===== config.mk =====
export PLATFORM = sky130hd
export DESIGN_NAME = nbg_ctrl
export DESIGN_NICKNAME = d
export VERILOG_FILES = /design/src/rtl/nbg_pkg.sv /design/src/rtl/nbg_ctrl.sv
export SDC_FILE = /design/constraint.sdc
export NUM_CORES = 1
export LEC_CHECK = 0
export ABC_AREA = 1
export BUFFER_PORTS_ARGS = -buffer_cell sky130_fd_sc_hd__buf_2
export CORE_AREA = 3 3 80 82
export DETAILED_ROUTE_END_ITERATION = 8
export DIE_AREA = 0 0 83 85
export GPL_ROUTABILITY_DRIVEN = 0
export PLACE_DENSITY_LB_ADDON = 0.08
export SLEW_MARGIN = 0
export SYNTH_ARGS = -nofsm -noshare
export SYNTH_HDL_FRONTEND = slang
export SYNTH_SLANG_ARGS = --single-unit

===== constraint.sdc =====
create_clock -name clock -period 3.69 [get_ports clock]
set_input_delay 0.1845 -clock clock [delete_from_list [all_inputs] [get_ports clock]]
set_output_delay 0.1845 -clock clock [all_outputs]
set_load 0.01 [all_outputs]

===== src/rtl/nbg_pkg.sv =====
// nbg_pkg: shared types, constants and helpers of the n-body gravity step.
// No dependencies; imported by every module of the block.
package nbg_pkg;

   localparam int FRAC_BITS = 16;
   localparam int GM_SHIFT  = 3 * FRAC_BITS - 24;   // Q8.24 * whole mass -> Q.3F
   localparam int CNT_W     = 7;                    // body counters, body_count width
   localparam int MAG_W     = 33;                   // |p_i - p_j|
   localparam int SQ_W      = 66;                   // squared distances
   localparam int GM_W      = 56;                   // G * m
   localparam int ACC_W     = 64;                   // saturated acceleration
   localparam int ROOT_W    = 33;                   // sqrt of the x-z squared distance
   localparam int DIV_NW    = ACC_W + MAG_W;        // widest dividend: a * |d|
   localparam int DIV_DW    = SQ_W;                 // widest divisor: r^2

   localparam logic [DIV_NW-1:0] COMP_CAP = DIV_NW'(64'h1_0000_0000);

   localparam logic FUNC_LOAD = 1'b0;
   localparam logic FUNC_STEP = 1'b1;

   localparam logic CSR_BODY_COUNT = 1'b0;
   localparam logic CSR_GRAV_CONST = 1'b1;

   localparam logic [CNT_W-1:0] BODY_COUNT_RST = 7'd64;
   localparam logic [31:0]      GRAV_CONST_RST = 32'd1119040;

   typedef enum logic [2:0] {
      MUL_XX  = 3'd0,
      MUL_ZZ  = 3'd1,
      MUL_YY  = 3'd2,
      MUL_GM  = 3'd3,
      MUL_CLO = 3'd4,
      MUL_CHI = 3'd5
   } mul_sel_type;

   typedef struct packed {
      logic              load_en;
      logic              ld_i;
      logic              ld_j;
      logic              coin_set;
      logic              mul_en;
      mul_sel_type       mul_sel;
      logic              div_start;
      logic              div_comp;
      logic              sqrt_start;
      logic              ld_a;
      logic              upd;
      logic              axis_z;
      logic              vwb;
      logic              emit;
      logic              last;
      logic [CNT_W-1:0]  rd_idx;
      logic [CNT_W-1:0]  wr_idx;
   } cmd_type;

   typedef struct packed {
      logic all_zero;
      logic xz_zero;
      logic div_busy;
      logic sqrt_busy;
   } sts_type;

   function automatic logic signed [31:0] sat32(input logic signed [33:0] v);
      logic signed [31:0] r;
      if (v > 34'sd2147483647)
         r = 32'sh7FFF_FFFF;
      else if (v < -34'sd2147483648)
         r = 32'sh8000_0000;
      else
         r = v[31:0];
      return r;
   endfunction

endpackage


===== src/rtl/nbg_ctrl.sv =====
// nbg_ctrl: sequencer for loads, the pair loop, velocity write-back and the output run.
// Depends on nbg_pkg (cmd_type, sts_type, codes).
module nbg_ctrl #(
   parameter int MAX_BODIES = 64
) (
   input  logic                      clock,
   input  logic                      reset,
   input  logic                      req_valid,
   output logic                      req_ready,
   input  logic                      req_func,
   input  logic [nbg_pkg::CNT_W-1:0] body_count,
   input  nbg_pkg::sts_type          sts,
   input  logic                      rsp_ready,
   output logic                      rsp_valid,
   output nbg_pkg::cmd_type          cmd
);
   import nbg_pkg::*;

   typedef enum logic [13:0] {
      S_IDLE    = 14'b00000000000001,
      S_IRD     = 14'b00000000000010,
      S_ILAT    = 14'b00000000000100,
      S_JRD     = 14'b00000000001000,
      S_JLAT    = 14'b00000000010000,
      S_CHK     = 14'b00000000100000,
      S_MUL     = 14'b00000001000000,
      S_LAUNCH  = 14'b00000010000000,
      S_ROOT    = 14'b00000100000000,
      S_CPROD   = 14'b00001000000000,
      S_CLAUNCH = 14'b00010000000000,
      S_CDIV    = 14'b00100000000000,
      S_VWB     = 14'b01000000000000,
      S_EOUT    = 14'b10000000000000
   } state_type;

   state_type        state_ff, state_in;
   logic [CNT_W-1:0] i_ff, i_in, j_ff, j_in, n_ff, n_in, n_cap;
   logic [1:0]       mstep_ff, mstep_in;
   logic             pstep_ff, pstep_in;
   logic             axis_ff, axis_in;
   logic             rsp_valid_ff, rsp_valid_in;
   logic             i_last, out_free;

   assign n_cap    = (int'(body_count) > MAX_BODIES) ? CNT_W'(MAX_BODIES) : body_count;
   assign i_last   = (i_ff == n_ff - 1'b1);
   assign out_free = !rsp_valid_ff || rsp_ready;

   always_comb begin
      state_in     = state_ff;
      i_in         = i_ff;
      j_in         = j_ff;
      n_in         = n_ff;
      mstep_in     = mstep_ff;
      pstep_in     = pstep_ff;
      axis_in      = axis_ff;
      rsp_valid_in = rsp_ready ? 1'b0 : rsp_valid_ff;
      cmd          = '0;
      cmd.mul_sel  = MUL_XX;
      cmd.rd_idx   = i_ff;
      cmd.wr_idx   = i_ff;
      cmd.axis_z   = axis_ff;
      cmd.last     = i_last;
      req_ready    = 1'b0;
      case (state_ff)
         S_IDLE: begin
            req_ready = 1'b1;
            if (req_valid) begin
               if (req_func == FUNC_LOAD) begin
                  cmd.load_en = 1'b1;
               end else if (n_cap != '0) begin
                  n_in     = n_cap;
                  i_in     = '0;
                  state_in = S_IRD;
               end
            end
         end
         S_IRD: state_in = S_ILAT;
         S_ILAT: begin
            cmd.ld_i = 1'b1;
            j_in     = '0;
            state_in = S_JRD;
         end
         S_JRD: begin
            cmd.rd_idx = j_ff;
            if (j_ff == n_ff)
               state_in = S_VWB;
            else if (j_ff == i_ff)
               j_in = j_ff + 1'b1;
            else
               state_in = S_JLAT;
         end
         S_JLAT: begin
            cmd.ld_j = 1'b1;
            state_in = S_CHK;
         end
         S_CHK: begin
            if (sts.all_zero) begin
               cmd.coin_set = 1'b1;
               j_in         = j_ff + 1'b1;
               state_in     = S_JRD;
            end else if (sts.xz_zero) begin
               j_in     = j_ff + 1'b1;
               state_in = S_JRD;
            end else begin
               mstep_in = '0;
               state_in = S_MUL;
            end
         end
         S_MUL: begin
            cmd.mul_en = 1'b1;
            case (mstep_ff)
               2'd0:    cmd.mul_sel = MUL_XX;
               2'd1:    cmd.mul_sel = MUL_ZZ;
               2'd2:    cmd.mul_sel = MUL_YY;
               default: cmd.mul_sel = MUL_GM;
            endcase
            mstep_in = mstep_ff + 1'b1;
            if (mstep_ff == 2'd3)
               state_in = S_LAUNCH;
         end
         S_LAUNCH: begin
            cmd.div_start  = 1'b1;
            cmd.sqrt_start = 1'b1;
            state_in       = S_ROOT;
         end
         S_ROOT: begin
            if (!sts.div_busy && !sts.sqrt_busy) begin
               cmd.ld_a = 1'b1;
               axis_in  = 1'b0;
               pstep_in = 1'b0;
               state_in = S_CPROD;
            end
         end
         S_CPROD: begin
            cmd.mul_en  = 1'b1;
            cmd.mul_sel = pstep_ff ? MUL_CHI : MUL_CLO;
            pstep_in    = !pstep_ff;
            if (pstep_ff)
               state_in = S_CLAUNCH;
         end
         S_CLAUNCH: begin
            cmd.div_start = 1'b1;
            cmd.div_comp  = 1'b1;
            state_in      = S_CDIV;
         end
         S_CDIV: begin
            if (!sts.div_busy) begin
               cmd.upd = 1'b1;
               if (!axis_ff) begin
                  axis_in  = 1'b1;
                  pstep_in = 1'b0;
                  state_in = S_CPROD;
               end else begin
                  j_in     = j_ff + 1'b1;
                  state_in = S_JRD;
               end
            end
         end
         S_VWB: begin
            cmd.vwb = 1'b1;
            if (i_last) begin
               i_in     = '0;
               mstep_in = 2'd1;   // body 0 read data not there yet
               state_in = S_EOUT;
            end else begin
               i_in     = i_ff + 1'b1;
               state_in = S_IRD;
            end
         end
         S_EOUT: begin
            // read data for body i lands in the cycle after the address changes
            if (out_free && !mstep_ff[0]) begin
               cmd.emit     = 1'b1;
               rsp_valid_in = 1'b1;
               mstep_in     = 2'd1;
               if (i_last)
                  state_in = S_IDLE;
               else
                  i_in = i_ff + 1'b1;
            end else begin
               mstep_in = 2'd0;
            end
         end
         default: state_in = S_IDLE;
      endcase
   end

   always_ff @(posedge clock) begin
      if (reset) begin
         state_ff     <= S_IDLE;
         i_ff         <= '0;
         j_ff         <= '0;
         n_ff         <= '0;
         mstep_ff     <= '0;
         pstep_ff     <= 1'b0;
         axis_ff      <= 1'b0;
         rsp_valid_ff <= 1'b0;
      end else begin
         state_ff     <= state_in;
         i_ff         <= i_in;
         j_ff         <= j_in;
         n_ff         <= n_in;
         mstep_ff     <= mstep_in;
         pstep_ff     <= pstep_in;
         axis_ff      <= axis_in;
         rsp_valid_ff <= rsp_valid_in;
      end
   end

   assign rsp_valid = rsp_valid_ff;

endmodule


==> flow_summary.ini <==
[job]
cap_violations = 0

[pwr]
vdd_drop_max_uv = 351
power_frac_seq_pct = 31.1
p_leak_nw = 1.80
pwr-share-comb_pct = 49.6
p_sw_uw = 748
p_clk_share_pct = 19.3
p_per_area_nw_per_um2 = 470
p_int_uw = 876
p_sw_share_pct = 46.1

[routing]
antenna_left = 0
wl_per_cell_um = 13.2
drcViolationCount = 0
wirelength_um = 8180
via_count = 3179
avgViaCountPerCell = 5.14
drt_iter0_markers = 148
dr.pass1.iters = 4

[critical_path]
worstPathRequired_ns = 3.51
crit_path_end_kind = output pin
worstSetupPathType = reg2out
cp_max_fo = 6
critPathLaunchType = register
critPathArrivalTime_ns = 1.88

[yosys]
syn_area_per_cell_um2 = 6.23
synth_seq_cells = 40
synth_edf_count = 0
synth_cell_types = 37
synth_top_area_cell = dfxtp_1
synth_nets = 519
ys_seq_area_share_pct = 25.9
synth_common_cells = nand2_1 (145), nor2_1 (58), inv_1 (56), dfxtp_1 (40), nand3_1 (35)
ys.warnings.count = 0
syn-cell-area_um2 = 3100
async_flop_share_pct = 0
synth_top_area_share_pct = 25.9
synthCells = 497
synth-main-ff-cell = dfxtp_1
synth.most_common_cell = nand2_1
yosys-top-cells-area = dfxtp_1 (26%), nand2_1 (18%), nor2_1 (7.0%)

[clock_network]
clock-sinks = 40
clkSlewWorstSetupHoldPaths_ns = 0.08
cts_tree = done
post_cts_resize_count = 0
cts-root-buf = clkbuf_8
cts_buffers = 5
post_cts_buffers = 0
hold_buffers = 0
ctsLongestPathBuffers = 2
clk_latency_ns = 0.30
htreeDepth = 2

[layout]
diodes = 0
area_delta_synth_final_pct = 11.6
num-fill-cells = 618
nets = 564
drive_gt1_share_pct = 20.6
utilization_pct = 59.4

[floorplanning]
die_height_um = 85
fp.dieArea_um2 = 7060
fp.dieW_um = 83
rows = 28
start_util_pct = 53.2
core_um2 = 5820
io_pins = 49

[global_routing]
grt_overflow = 0
grt_max_degree = 30
grt_pass1_wl_um = 13600
grt_usage_pct = 23.5
first_global_vias = 2982
antenna_found_initial = 0

[timing]
fin_setup_tns_ns = 0
fmaxAchievable_mhz = 485
period_minus_slack_ns = 2.06
grt_setup_unrepaired = no
slew_viol_final = 0
setup_viol = 0
maxSlewHeadroom_pct = 57.6
period_share_pct = 55.9
hold_viol = 0
worstMarginPinSlew_ns = 0.636
fin_skew_ns = 0.0104

[outcome]
status = finished clean

[place]
port_buffers = 48
dp_hpwl_um = 6430

[worst_hold_path]
worstHoldPathType = in2reg
[flip-flops by register name, indices dropped and copies added (netlist names)]
name       count
i_ff           7
rsp_valid      1
mstep_ff       2
pstep_ff       1
n_ff           7
state_ff      14
j_ff           7
axis_ff        1
[final cells by class]
class / instances / area, um2 / share of cell area [%]
inverter: 67 / 251 / 7.28
timing repair buffer: 48 / 240 / 6.95
sequential: 40 / 801 / 23.2
tap: 75 / 93.8 / 2.72
multi-input combinational: 380 / 1980 / 57.3
clock buffer: 8 / 90.1 / 2.61
[through the flow]
stage | cells | total power [mW] | setup WS [ns] | hold slack [ns] | area (um2)
floorplan | 497 | 1.17 | 1.89 | 0.327 | 3100
global placement | 610 | 1.30 | 1.79 | 0.448 | 3370
detailed placement | 610 | 1.32 | 1.71 | 0.451 | 3370
CTS | 618 | 1.63 | 1.62 | 0.132 | 3460
global route | 618 | 1.75 | 1.43 | 0.138 | 3460
finish | 618 | 1.62 | 1.63 | 0.135 | 3460
[critical path, cell delays in order, from the launching register on]
cell and delay (ns):
dfxtp_1 0.37, inv_1 0.11, ha_1 0.32, inv_1 0.06
nand2_1 0.04, nand2_1 0.06, nand2_1 0.04, nor2_1 0.12
nand3_2 0.14, nor2_4 0.16, buf_2 0.15
[metal layers]
layer | GRT usage (%) | vias to the layer above | routed length, um | share of wire (%)
li1 | - | 1656 | - | -
met1 | 28.5 | 1429 | 3660 | 45
met2 | 41.5 | 76 | 4030 | 49
met3 | 3.79 | 18 | 308 | 3.8
met4 | 9.66 | 0 | 190 | 2.3
met5 | 0 | - | 0 | 0
[layout by cell type, fill, tap and decap left out, types with 2 or more instances in the layout]
master / synthesis / routed
a21oi_1: 24 / 24
a21oi_2: 4 / 4
and3_1: 2 / 2
buf_2: 0 / 48
clkbuf_1: 4 / 2
clkbuf_8: 0 / 6
dfxtp_1: 40 / 40
ha_1: 6 / 6
inv_1: 56 / 56
inv_2: 11 / 11
nand2_1: 145 / 145
nand2_2: 10 / 10
nand2_4: 5 / 5
nand3_1: 35 / 35
nand3_2: 4 / 4
nand3b_1: 7 / 7
nand4_1: 9 / 9
nor2_1: 58 / 58
nor2_2: 11 / 11
nor2_4: 6 / 6
nor3_1: 11 / 11
o21ai_0: 15 / 15
o21ai_1: 2 / 2
xnor2_1: 8 / 8
xor2_1: 6 / 6
[cell families (layout without fill, tap and decap cells)]
kind of cell | after synthesis | count (layout) | synth area share (%)
simple gates | 311 | 311 | 48.3
buf+inv | 77 | 123 | 10.2
compound gates | 49 | 49 | 9.30
flops | 40 | 40 | 25.9
xor+xnor | 14 | 14 | 3.96
fa+ha+maj | 6 | 6 | 2.43
[power groups by stage]
stage          Clock, mW  Combinational, mW  Sequential (mW)
2_1_floorplan          0              0.661            0.507
3_3_place_gp           0              0.787            0.516
3_5_place_dp           0              0.800            0.517
4_1_cts            0.319              0.803            0.507
5_1_grt            0.336              0.901            0.511
6_report           0.313              0.805            0.506
[final timing paths]
path                            cells past startpoint  slack, ns           from          end
worst max-delay path                               10       1.63        n_ff[0]      cmd[14]
worst min-delay path                                3       0.14  body_count[1]      n_ff[1]
worst max register to register                     14       1.68        n_ff[0]  mstep_ff[1]
worst min register to register                      2       0.50        n_ff[0]      n_ff[0]
Power figures use the tool's default switching activity.
